==> config.mk <==
export PLATFORM = sky130hd
export DESIGN_NAME = blend_weights_1d_top
export DESIGN_NICKNAME = d
export VERILOG_FILES = /design/src/design/blw_pkg.sv /design/src/design/blend_weights_1d_top.sv /design/src/design/blw_key_mem.sv /design/src/design/blw_div.sv
export SDC_FILE = /design/constraint.sdc
export NUM_CORES = 1
export LEC_CHECK = 0
export ABC_AREA = 1
export BUFFER_PORTS_ARGS = -buffer_cell sky130_fd_sc_hd__buf_4
export CORE_AREA = 2 2 262 290
export DETAILED_ROUTE_END_ITERATION = 10
export DIE_AREA = 0 0 264 292
export SLEW_MARGIN = 20
export SYNTH_ARGS = -nofsm -noshare
export SYNTH_HDL_FRONTEND = slang
export SYNTH_SLANG_ARGS = --single-unit
==> constraint.sdc <==
create_clock -name aclk -period 7.83 [get_ports aclk]
set_input_delay 1.9575 -clock aclk [delete_from_list [all_inputs] [get_ports aclk]]
set_output_delay 1.9575 -clock aclk [all_outputs]
set_load 0.005 [all_outputs]
==> src/design/blw_pkg.sv <==
// Shared types and constants for the one-dimensional blend weight block.
package blw_pkg;

    localparam int KEY_W   = 16;
    localparam int CNT_W   = 5;
    localparam int IDX_W   = 4;
    localparam int WGT_W   = 16;

    localparam logic [WGT_W-1:0] ONE_Q15 = 16'h8000;

    localparam logic OP_LOAD  = 1'b0;
    localparam logic OP_QUERY = 1'b1;

    typedef struct packed {
        logic                    opcode;
        logic [IDX_W-1:0]        key_index;
        logic signed [KEY_W-1:0] key_value;
        logic signed [KEY_W-1:0] query_value;
    } in_item_t;

    typedef struct packed {
        logic [IDX_W-1:0] entry_index;
        logic [WGT_W-1:0] weight;
        logic             last;
    } out_item_t;

    typedef struct packed {
        logic             start;
        logic [KEY_W-1:0] num;
        logic [KEY_W-1:0] den;
    } div_req_t;

    typedef struct packed {
        logic             done;
        logic [WGT_W-1:0] quot;
    } div_rsp_t;

endpackage

==> src/design/blend_weights_1d_top.sv <==
// Blend weight engine: binary search, fraction divide and per-entry weight emission.
// A query with n breakpoints runs the binary search (table read then compare per probe, one
// more read when the range empties), the neighbor reads and mix setup, the divider when a
// fraction is needed, a step to prime the table read, then one weight beat per cycle while
// m_ready holds.
// Synchronous active-low reset clears the sequencer, output valid and key_count.
module blend_weights_1d_top #(
    parameter int MAX_KEYS = 16
) (
    input  logic                  aclk,
    input  logic                  aresetn,
    input  logic                  cfg_wr_en,
    input  logic [4:0]            cfg_wr_data,
    input  logic                  s_valid,
    output logic                  s_ready,
    input  blw_pkg::in_item_t     s_item,
    output logic                  m_valid,
    input  logic                  m_ready,
    output blw_pkg::out_item_t    m_item
);

    localparam int DEPTH = (MAX_KEYS < 16) ? MAX_KEYS : 16;
    localparam int AW    = $clog2(DEPTH);
    localparam int CW    = $clog2(DEPTH + 1);

    typedef enum logic [3:0] {
        ST_IDLE,
        ST_PROBE,
        ST_CMP,
        ST_NB_TO,
        ST_NB_FROM,
        ST_NB_CAP,
        ST_MIX,
        ST_DIV,
        ST_EMIT_PRE,
        ST_EMIT
    } state_t;

    state_t                 state_reg, state_next;
    logic [4:0]             key_count_reg;
    logic [CW-1:0]          n_reg, n_next;
    logic signed [15:0]     v_reg, v_next;
    logic [CW-1:0]          start_reg, start_next;
    logic [CW-1:0]          endp_reg, endp_next;
    logic [CW-1:0]          mid_reg, mid_next;
    logic [CW-1:0]          idx_reg, idx_next;
    logic [CW-1:0]          k_reg, k_next;
    logic signed [15:0]     to_reg, to_next;
    logic signed [15:0]     from_reg, from_next;
    logic                   has_to_reg, has_to_next;
    logic                   has_from_reg, has_from_next;
    logic [15:0]            mix_reg, mix_next;
    logic [15:0]            mixf_reg, mixf_next;
    logic                   m_valid_reg, m_valid_next;
    blw_pkg::out_item_t     m_item_reg, m_item_next;

    logic [AW-1:0]          rd_addr;
    logic [15:0]            rd_data;
    logic signed [15:0]     kv;
    logic                   mem_we;
    logic                   slot_ok;
    logic [CW-1:0]          n_calc;
    logic [CW:0]            mid_sum;
    logic [CW-1:0]          mid_c;
    logic [CW-1:0]          idx_m1;
    logic [CW-1:0]          k_plus1;
    logic signed [16:0]     num_s;
    logic signed [16:0]     den_s;
    logic [16:0]            num_abs;
    logic [16:0]            den_abs;
    logic                   is_last;
    logic [15:0]            w;
    blw_pkg::div_req_t      div_req;
    blw_pkg::div_rsp_t      div_rsp;

    blw_key_mem #(
        .DEPTH (DEPTH),
        .AW    (AW)
    ) u_key_mem (
        .aclk    (aclk),
        .wr_en   (mem_we),
        .wr_addr (s_item.key_index[AW-1:0]),
        .wr_data (s_item.key_value),
        .rd_addr (rd_addr),
        .rd_data (rd_data)
    );

    blw_div u_div (
        .aclk    (aclk),
        .aresetn (aresetn),
        .req     (div_req),
        .rsp     (div_rsp)
    );

    assign kv      = $signed(rd_data);
    assign slot_ok = ({28'd0, s_item.key_index} < 32'(DEPTH));
    assign n_calc  = (32'(key_count_reg) > 32'(DEPTH)) ? CW'(DEPTH) : CW'(key_count_reg);
    assign mid_sum = {1'b0, start_reg} + {1'b0, endp_reg} - {{CW{1'b0}}, 1'b1};
    assign mid_c   = mid_sum[CW:1];
    assign idx_m1  = idx_reg - {{(CW-1){1'b0}}, 1'b1};
    assign k_plus1 = k_reg + {{(CW-1){1'b0}}, 1'b1};
    assign num_s   = {v_reg[15], v_reg} - {from_reg[15], from_reg};
    assign den_s   = {to_reg[15], to_reg} - {from_reg[15], from_reg};
    assign num_abs = num_s[16] ? (~num_s + 17'd1) : num_s;
    assign den_abs = den_s[16] ? (~den_s + 17'd1) : den_s;
    assign is_last = (k_reg == (n_reg - {{(CW-1){1'b0}}, 1'b1}));

    always_comb begin
        if (has_to_reg && kv == to_reg) begin
            w = mix_reg;
        end else if (has_from_reg && kv == from_reg) begin
            w = mixf_reg;
        end else begin
            w = '0;
        end
    end

    always_comb begin
        state_next    = state_reg;
        n_next        = n_reg;
        v_next        = v_reg;
        start_next    = start_reg;
        endp_next     = endp_reg;
        mid_next      = mid_reg;
        idx_next      = idx_reg;
        k_next        = k_reg;
        to_next       = to_reg;
        from_next     = from_reg;
        has_to_next   = has_to_reg;
        has_from_next = has_from_reg;
        mix_next      = mix_reg;
        mixf_next     = mixf_reg;
        m_item_next   = m_item_reg;
        m_valid_next  = m_valid_reg && !m_ready;
        rd_addr       = k_reg[AW-1:0];
        mem_we        = 1'b0;
        div_req       = '0;

        unique case (state_reg)
            ST_IDLE: begin
                if (s_valid) begin
                    if (s_item.opcode == blw_pkg::OP_LOAD) begin
                        mem_we = slot_ok;
                    end else if (n_calc != '0) begin
                        n_next     = n_calc;
                        v_next     = s_item.query_value;
                        start_next = '0;
                        endp_next  = n_calc;
                        idx_next   = '0;
                        k_next     = '0;
                        state_next = ST_PROBE;
                    end
                end
            end
            ST_PROBE: begin
                rd_addr  = mid_c[AW-1:0];
                mid_next = mid_c;
                state_next = (start_reg < endp_reg) ? ST_CMP : ST_NB_TO;
            end
            ST_CMP: begin
                if (kv < v_reg) begin
                    start_next = mid_reg + {{(CW-1){1'b0}}, 1'b1};
                    idx_next   = mid_reg + {{(CW-1){1'b0}}, 1'b1};
                    state_next = ST_PROBE;
                end else if (kv > v_reg) begin
                    endp_next  = mid_reg;
                    idx_next   = start_reg;
                    state_next = ST_PROBE;
                end else begin
                    idx_next   = mid_reg;
                    state_next = ST_NB_TO;
                end
            end
            ST_NB_TO: begin
                rd_addr       = idx_reg[AW-1:0];
                has_to_next   = (idx_reg < n_reg);
                has_from_next = (idx_reg != '0);
                state_next    = ST_NB_FROM;
            end
            ST_NB_FROM: begin
                rd_addr    = idx_m1[AW-1:0];
                to_next    = kv;
                state_next = ST_NB_CAP;
            end
            ST_NB_CAP: begin
                from_next  = kv;
                state_next = ST_MIX;
            end
            ST_MIX: begin
                if (!has_to_reg || !has_from_reg || to_reg == from_reg) begin
                    mix_next   = blw_pkg::ONE_Q15;
                    mixf_next  = blw_pkg::ONE_Q15;
                    state_next = ST_EMIT_PRE;
                end else if (num_s[16] != den_s[16]) begin
                    // Opposite signs only arise from an unsorted table: clip to zero.
                    mix_next   = '0;
                    mixf_next  = blw_pkg::ONE_Q15;
                    state_next = ST_EMIT_PRE;
                end else begin
                    div_req.start = 1'b1;
                    div_req.num   = num_abs[15:0];
                    div_req.den   = den_abs[15:0];
                    state_next    = ST_DIV;
                end
            end
            ST_DIV: begin
                if (div_rsp.done) begin
                    mix_next   = div_rsp.quot;
                    mixf_next  = blw_pkg::ONE_Q15 - div_rsp.quot;
                    state_next = ST_EMIT_PRE;
                end
            end
            ST_EMIT_PRE: begin
                state_next = ST_EMIT;
            end
            ST_EMIT: begin
                if (!m_valid_reg || m_ready) begin
                    m_valid_next            = 1'b1;
                    m_item_next.entry_index = blw_pkg::IDX_W'(k_reg);
                    m_item_next.weight      = w;
                    m_item_next.last        = is_last;
                    if (is_last) begin
                        state_next = ST_IDLE;
                    end else begin
                        k_next  = k_plus1;
                        rd_addr = k_plus1[AW-1:0];
                    end
                end
            end
            default: begin
                state_next = ST_IDLE;
            end
        endcase
    end

    always_ff @(posedge aclk) begin
        if (!aresetn) begin
            state_reg     <= ST_IDLE;
            key_count_reg <= '0;
            m_valid_reg   <= 1'b0;
        end else begin
            state_reg   <= state_next;
            m_valid_reg <= m_valid_next;
            if (cfg_wr_en) begin
                key_count_reg <= cfg_wr_data;
            end
        end
        n_reg        <= n_next;
        v_reg        <= v_next;
        start_reg    <= start_next;
        endp_reg     <= endp_next;
        mid_reg      <= mid_next;
        idx_reg      <= idx_next;
        k_reg        <= k_next;
        to_reg       <= to_next;
        from_reg     <= from_next;
        has_to_reg   <= has_to_next;
        has_from_reg <= has_from_next;
        mix_reg      <= mix_next;
        mixf_reg     <= mixf_next;
        m_item_reg   <= m_item_next;
    end

    assign s_ready = (state_reg == ST_IDLE);
    assign m_valid = m_valid_reg;
    assign m_item  = m_item_reg;

endmodule

==> src/design/blw_key_mem.sv <==
// Breakpoint table: one write port, one registered read port.
module blw_key_mem #(
    parameter int DEPTH = 16,
    parameter int AW    = 4
) (
    input  logic                         aclk,
    input  logic                         wr_en,
    input  logic [AW-1:0]                wr_addr,
    input  logic [blw_pkg::KEY_W-1:0]    wr_data,
    input  logic [AW-1:0]                rd_addr,
    output logic [blw_pkg::KEY_W-1:0]    rd_data
);

    logic [blw_pkg::KEY_W-1:0] mem [DEPTH];
    logic [blw_pkg::KEY_W-1:0] rd_data_reg;

    always_ff @(posedge aclk) begin
        if (wr_en) begin
            mem[wr_addr] <= wr_data;
        end
        rd_data_reg <= mem[rd_addr];
    end

    assign rd_data = rd_data_reg;

endmodule

==> src/design/blw_div.sv <==
// Radix-2 restoring divider for the Q1.15 blend fraction, saturating at one.
module blw_div (
    input  logic                aclk,
    input  logic                aresetn,
    input  blw_pkg::div_req_t   req,
    output blw_pkg::div_rsp_t   rsp
);

    logic        busy_reg;
    logic        done_reg;
    logic [3:0]  cnt_reg;
    logic [15:0] rem_reg;
    logic [15:0] bits_reg;
    logic [15:0] den_reg;
    logic [15:0] quot_reg;

    logic [16:0] trial;
    logic [16:0] diff;
    logic        fit;
    logic [15:0] q_step;

    assign trial  = {rem_reg, bits_reg[15]};
    assign diff   = trial - {1'b0, den_reg};
    assign fit    = (trial >= {1'b0, den_reg});
    assign q_step = {quot_reg[14:0], fit};

    always_ff @(posedge aclk) begin
        if (!aresetn) begin
            busy_reg <= 1'b0;
            done_reg <= 1'b0;
            cnt_reg  <= '0;
        end else begin
            done_reg <= 1'b0;
            if (req.start) begin
                den_reg <= req.den;
                // Quotient of two or more always clips, so skip the loop.
                if ({1'b0, req.num} >= {req.den, 1'b0}) begin
                    quot_reg <= blw_pkg::ONE_Q15;
                    done_reg <= 1'b1;
                    busy_reg <= 1'b0;
                end else begin
                    rem_reg  <= {1'b0, req.num[15:1]};
                    bits_reg <= {req.num[0], 15'd0};
                    quot_reg <= '0;
                    cnt_reg  <= 4'd15;
                    busy_reg <= 1'b1;
                end
            end else if (busy_reg) begin
                rem_reg  <= fit ? diff[15:0] : trial[15:0];
                bits_reg <= {bits_reg[14:0], 1'b0};
                if (cnt_reg == 4'd0) begin
                    busy_reg <= 1'b0;
                    done_reg <= 1'b1;
                    quot_reg <= (q_step > blw_pkg::ONE_Q15) ? blw_pkg::ONE_Q15 : q_step;
                end else begin
                    quot_reg <= q_step;
                    cnt_reg  <= cnt_reg - 4'd1;
                end
            end
        end
    end

    assign rsp.done = done_reg;
    assign rsp.quot = quot_reg;

endmodule
* Word level (Yosys, flattened, before mapping) *
Memories as Yosys holds them, arrays and structs flattened. A register that Yosys moved wholly into a read port is not among the register bits.
Index checks and enable logic that the tools add are counted.

word-level totals
  flip-flop bits (word level) = 213
  output and inout port bits = 23
  bits in writable memories = 256
  memories = 1

memories
  name           words  bits a word  read ports  clocked after Yosys merged registers in  wr ports  line               text
  u_key_mem.mem  16     16           1           1                                        1         blw_key_mem.sv:14  logic [blw_pkg::KEY_W-1:0] mem [DEPTH];

operators by class
  bitwise gates (word level) = 2
  $add $sub $neg = 13
  order comparisons = 8
  mux-type cells = 79
  equal/unequal tests = 27
  reductions and logical operators = 30

operators by type and width
  kind                    count
  $mux 16                 22
  $mux 33                 3
  $mux 5                  14
  $pmux 16 s2             2
  $mux 4                  14
  $eq 16x16->1            3
  $pmux 4 s10             1
  $pmux 5 s2              4
  $sub 16x16->17          2
  $add 16x1->16 const B   2
  $not 16->16             2
  $ne 2x2->1 const B      9
  $reduce_and 6->1        3
  $ge 16x17->1            1
  $ge 17x16->1            1
  $eq 4x3->1 const B      4
  $gt 16x16->1            1
  $gt 16x16->1 const B    1
  $lt 16x16->1            1
  $mux 1                  16
  $pmux 4 s4              1
  $sub 16x16->16          1
  $sub 16x16->16 const A  1
  $add 5x1->5 const B     2
  other kinds (24)        48

* Logic depth before layout (Yosys ltp) *
  depth after elaboration = 10
  mapped depth = 37
  gate-level depth less buffers = 35

* Hierarchy *
Synthesis repeated with hierarchy kept, for this count alone.

second synthesis, totals
  cells, all modules = 2870
  area, all modules = 25684.6 µm²

modules (own cells, without submodules)
  module                area an instance (µm²)  times used  cells each
  blw_key_mem           11380.9                 1           1074
  blend_weights_1d_top  10164.7                 1           1288
  blw_div               4139.0                  1           508

* Worst setup path after synthesis *
No wires, ideal clock.

  path type = register -> register
  start point = register from_reg[0]
  end point = register mix_reg[10], enable pin
  data arrival time = 5.126 ns
  stages on the path, launching flop included = 17
  path slack = 2.206 ns
  cells stage by stage = edfxtp_1 -> ha_1 -> fa_1 -> inv_1 -> nand3_1 -> nand2_2 -> nand2_1 -> nand2_1 -> nand2_2 -> nand3_1 -> nand2_2 -> nand2_2 -> nand2_2 -> nand3_2 -> inv_2 -> buf_2 -> nor4_1

on the way
  word-level cells in the longest chain between the ends = 4
  elaborated cells on any way between the ends = 7

RTL lines
  element                                                line                                                      text
  start, declared                                        blend_weights_1d_top.sv:49                                logic signed [15:0] from_reg, from_next;
  start signal, assigned                                 blend_weights_1d_top.sv:256                               from_reg <= from_next;
  $sub 16x16->17, or another cell as far along           blend_weights_1d_top.sv:102                               assign num_s = {v_reg[15], v_reg} - {from_reg[15], from_reg};
  $ne 1x1->1 / $logic_or 1x1->1 (equally long branches)  blend_weights_1d_top.sv:194, blend_weights_1d_top.sv:190
  $ne 3x3->1 (no line) *                                 -
  $reduce_and 3->1 (no line) *                           -
  end signal, assigned                                   blend_weights_1d_top.sv:259                               mix_reg <= mix_next;
  end, declared                                          blend_weights_1d_top.sv:52                                logic [15:0] mix_reg, mix_next;

Mark *: on every way between the ends. The rest lies on a longest branch, timed or not.
A chain may end at the register's enable or synchronous reset.

* Worst setup path after layout *
  start point = register from_reg[0]
  end point = register u_div.rem_reg[14], enable pin

on the way
  word-level cells in the longest chain between the ends = 10
  elaborated cells on any way between the ends = 18

RTL lines
  element                                   line                                                      text
  $sub 16x16->17, on equally long branches  blend_weights_1d_top.sv:102, blend_weights_1d_top.sv:103
  $not 16->16, on equally long branches     blend_weights_1d_top.sv:104, blend_weights_1d_top.sv:105
  $add 16x1->16, on equally long branches   blend_weights_1d_top.sv:104, blend_weights_1d_top.sv:105
  $mux 16, on equally long branches         blend_weights_1d_top.sv:104, blend_weights_1d_top.sv:105
  $mux 33                                   blend_weights_1d_top.sv:194                               end else if (num_s[16] != den_s[16]) begin
  $mux 33 *                                 blend_weights_1d_top.sv:190                               if (!has_to_reg || !has_from_reg || to_reg == from_reg) begin
  $mux 33 *                                 blend_weights_1d_top.sv:139                               unique case (state_reg)
  $ge 16x17->1                              blw_div.sv:37                                             if ({1'b0, req.num} >= {req.den, 1'b0}) begin
  $ne 2x2->1 (no line)                      -
  $reduce_and 3->1 (no line) *              -
  end signal, assigned                      blw_div.sv:42                                             rem_reg <= {1'b0, req.num[15:1]};
  end signal, assigned                      blw_div.sv:49                                             rem_reg <= fit ? diff[15:0] : trial[15:0];
  end, declared                             blw_div.sv:12                                             logic [15:0] rem_reg;

Marks and branches as above.

==> parameters.txt <==
Parameter                              Value

Logic synthesis
  Synthesized area per cell ... roughly 9.6 sq um
  Leading post-synthesis cells by cell area ... edfxtp_1 54%, nand3_1 9.0%, nand2_1 8.9%
  Dominant register cell in the synthesized netlist ... edfxtp_1
  Mapped cell area ... 24,200 sq um
  Synth Register Bits ... approximately 470
  Largest area contributor in the synthesized netlist ... edfxtp_1
  Number of instances in the synthesized netlist ... ~2,500
  Area share of the leading cell type in the synthesized netlist ... 0.541
  Count of synthesis-stage warnings from yosys ... 0
  FFs w/ async S/R, synth ... 0
  Sequential element share of the synthesized area ... 0.568
  Netlist cell types ... 56
  Net count after synthesis ... roughly 2,700
  EDFF count, synth ... around 440

Timing
  Tightest Pin Transition ... about 1100 ps
  Max transition margin ... 0.278
  Minimum setup slack in the final design ... just over 2000 ps
  Final hold slack ... ~460 ps
  Max Slew Vio Count ... 0
  Min cycle time layout ... around 5800 ps
  Setup violation total in the final timing report ... 0
  RSZ-0062 raised after global routing ... no
  Hold Fails Final Rpt ... 0
  Aggregate negative setup slack ... 0 ps
  Clock skew after layout ... 16.3 ps
  Final worst-path cycle share ... 0.739
  Top achievable clock speed ... roughly 0.17 GHz

CTS
  Post-CTS Repair Setup Buffers ... 0
  Maximum root-to-sink buffer count ... 3
  Clock latency on the worst-skew pair ... between 600 and 700 ps
  Hold buffer count at CTS ... 0
  Root Buffer Master ... clkbuf_16
  Count of clock tree sinks ... around 470
  Clock transition at the register clock pins on the worst setup and hold paths after CTS ... 60 ps
  Clock tree from TritonCTS ... done
  Level count of the clock H-tree ... 2
  Post-CTS sizing ... 0
  Number of CTS-inserted buffers ... 50

Placed design
  Count of input and output buffers ... 69
  Final HPWL from detailed placement ... 42.1 mm
  Cell area after placement ... roughly 26,000 sq um
  DP Worst Slack ... between 2000 and 2500 ps
  Final weighted congestion in routability-driven placement ... roughly 0.9

Global route
  Global routing usage on met3 ... 0.0275
  Most used routing layer ... met2
  Total routing resource utilization after global routing ... 0.157
  Largest net degree at the start of global routing ... between 80 and 90
  Initial antenna violation count ... 0
  Vias in the first global route ... 17,006
  GR Layer Usage met2 ... 0.273
  First-pass GRT wire length ... about 95 mm
  Met1 Resource Use GR ... 0.199
  Total global routing overflow ... 0

Critical path
  Endpoint type of the worst setup path ... flip-flop
  Worst path slowest cell ... inv_2
  Critical path type ... reg -> reg
  R2R Path Start ... from_reg[0]
  Cell repeated most along the worst path ... nand2_1
  Maximum fanout along the worst path ... roughly 40
  CP required ... a little over 8000 ps
  Start point of the critical path ... from_reg[0]
  Element type at the critical path start ... flip-flop
  Critical path data arrival time ... 6010 ps
  Crit-path max cell delay ... approximately 610 ps

Power and ir drop
  Sequential group share of total power ... 0.349
  Leak pwr ... approximately 11 nW
  Switching power share of the total ... 0.400
  Worst IR Drop VDD ... around 0.00023 V
  Clk network pwr share ... 0.265
  Combinational share of power ... 0.385
  Total power divided by cell area ... around 330 nW/um^2
  Int Pwr ... 5.44 mW
  Power spent charging and discharging nets ... ~3.6 mW

Route
  Routed wire per std cell ... between 15 and 20 um
  DRT iter0 DRCs ... approximately 1,300
  Via count of the routed design ... 17,735
  Post-detailed-route DRC marker count ... 0
  Post-DR vias/cell ... just under 5
  Antenna-violating nets left ... 0
  Total length of routed wires ... a little over 60 mm
  Initial DRT Pass Iterations ... 6

Floorplan
  Die width ... about 260 um
  Area enclosed by the die boundary ... 77,100 sq um
  Number of top-level pins ... 70
  Starting utilization of the core area ... 0.327
  Die height ... between 200 and 300 um
  Core Rows ... around 110
  Core footprint ... approximately 74,000 sq um

Min path
  HP Class ... reg -> reg
  Worst hold start ... u_div.cnt_reg[2]

Final layout
  Flip-flop count of the largest register, all copies and words added ... around 260
  Layout-stage area growth over the synthesis result ... 13.5%
  Layout net count ... about 2,800
  Final antenna diode count ... 0
  Summed area of non-filler cells in the final layout ... about 28,000 sq um
  Layout Utilization ... 0.371
  Share of layout cells above drive strength 1 ... 0.0936

Status
  Result of the run ... completed

Job
  Max-cap violations ... 0
[cells in the mapped netlist (5+ instances only)]
cell type / number
nand2_1: 574
edfxtp_1: 437
nand3_1: 436
inv_1: 300
nor2_1: 169
ha_1: 103
a21oi_1: 92
o21ai_0: 59
xor2_1: 39
buf_2: 34
dfxtp_1: 32
buf_4: 26
xnor2_1: 22
nor3_1: 19
clkbuf_1: 18
o22ai_1: 18
nand4_1: 17
or2_2: 13
nand2_2: 12
a31oi_1: 9
a221oi_1: 8
inv_2: 8
nor2_2: 8
o211ai_1: 8
o21bai_1: 7
buf_1: 5
nand3b_1: 5
nor4_1: 5
[cells by family (layout without fill, tap and decap cells)]
kind of cell / count (synthesis) / after routing / synth area share
compound gates: 234 / 234 / 0.0566
xor+xnor: 61 / 61 / 0.0220
fa+ha+maj: 107 / 107 / 0.0565
buf+inv: 393 / 504 / 0.0669
flops: 469 / 469 / 0.568
simple gates: 1274 / 1274 / 0.230
[worst paths after layout]
kind                                          end  slack [ps]  depth (start not counted)
worst max-delay path            u_div.rem_reg[14]        2040                         28
worst max register to register  u_div.rem_reg[14]        2040                         28
worst min-delay path             u_div.cnt_reg[2]         460                          2
worst min register to register   u_div.cnt_reg[2]         460                          2
[power groups by stage]
stage	Clock, mW	Combinational (mW)	Sequential [mW]
floorplan	0	2.60	3.13
global placement	0	3.45	3.22
detailed placement	0	3.49	3.22
CTS	2.45	3.51	3.16
global route	2.56	3.92	3.18
finish	2.40	3.49	3.16
[layout by cell type, fill, tap and decap left out, types with 39 or more instances in the layout]
| cell type | n |
|---|---|
| edfxtp_1 | 437 |
| xor2_1 | 39 |
| nand2_1 | 572 |
| o21ai_0 | 59 |
| nor2_1 | 159 |
| nand3_1 | 436 |
| ha_1 | 103 |
| inv_1 | 300 |
| buf_4 | 103 |
| clkbuf_16 | 51 |
| a21oi_1 | 92 |
[per-layer routing]
| layer | wire length (um) | part of all wire |
|---|---|---|
| met1 | 26300 | 0.43 |
| met2 | 29700 | 0.48 |
| met3 | 3710 | 0.061 |
| met4 | 1610 | 0.026 |
| met5 | 0 | 0 |
[metrics by stage]
step | std cells | power (mW)
5_1_grt | 3612 | 9.66
3_3_place_gp | 3520 | 6.66
3_5_place_dp | 3520 | 6.70
6_report | 3612 | 9.06
2_1_floorplan | 2538 | 5.73
4_1_cts | 3612 | 9.12
[layout make-up]
type                    instances  area [sq um]
well taps                     963          1200
inverters                     309          1160
clock inverters                29           320
multi-input cells            1676          8930
flip-flops and latches        469         13800
clock buffers                  63          1350
fillers                      7394         46600
repair buffers                103           773
[critical path, delay by kind of cell (launching register included)]
kind	cells	cell delay [ps]
adders and majority gates	3	970
AOI/OAI and AO/OA	3	470
buffers and inverters	3	1180
DFF	1	430
and+or+nand+nor	19	2320
Power figures use the tool's default switching activity.
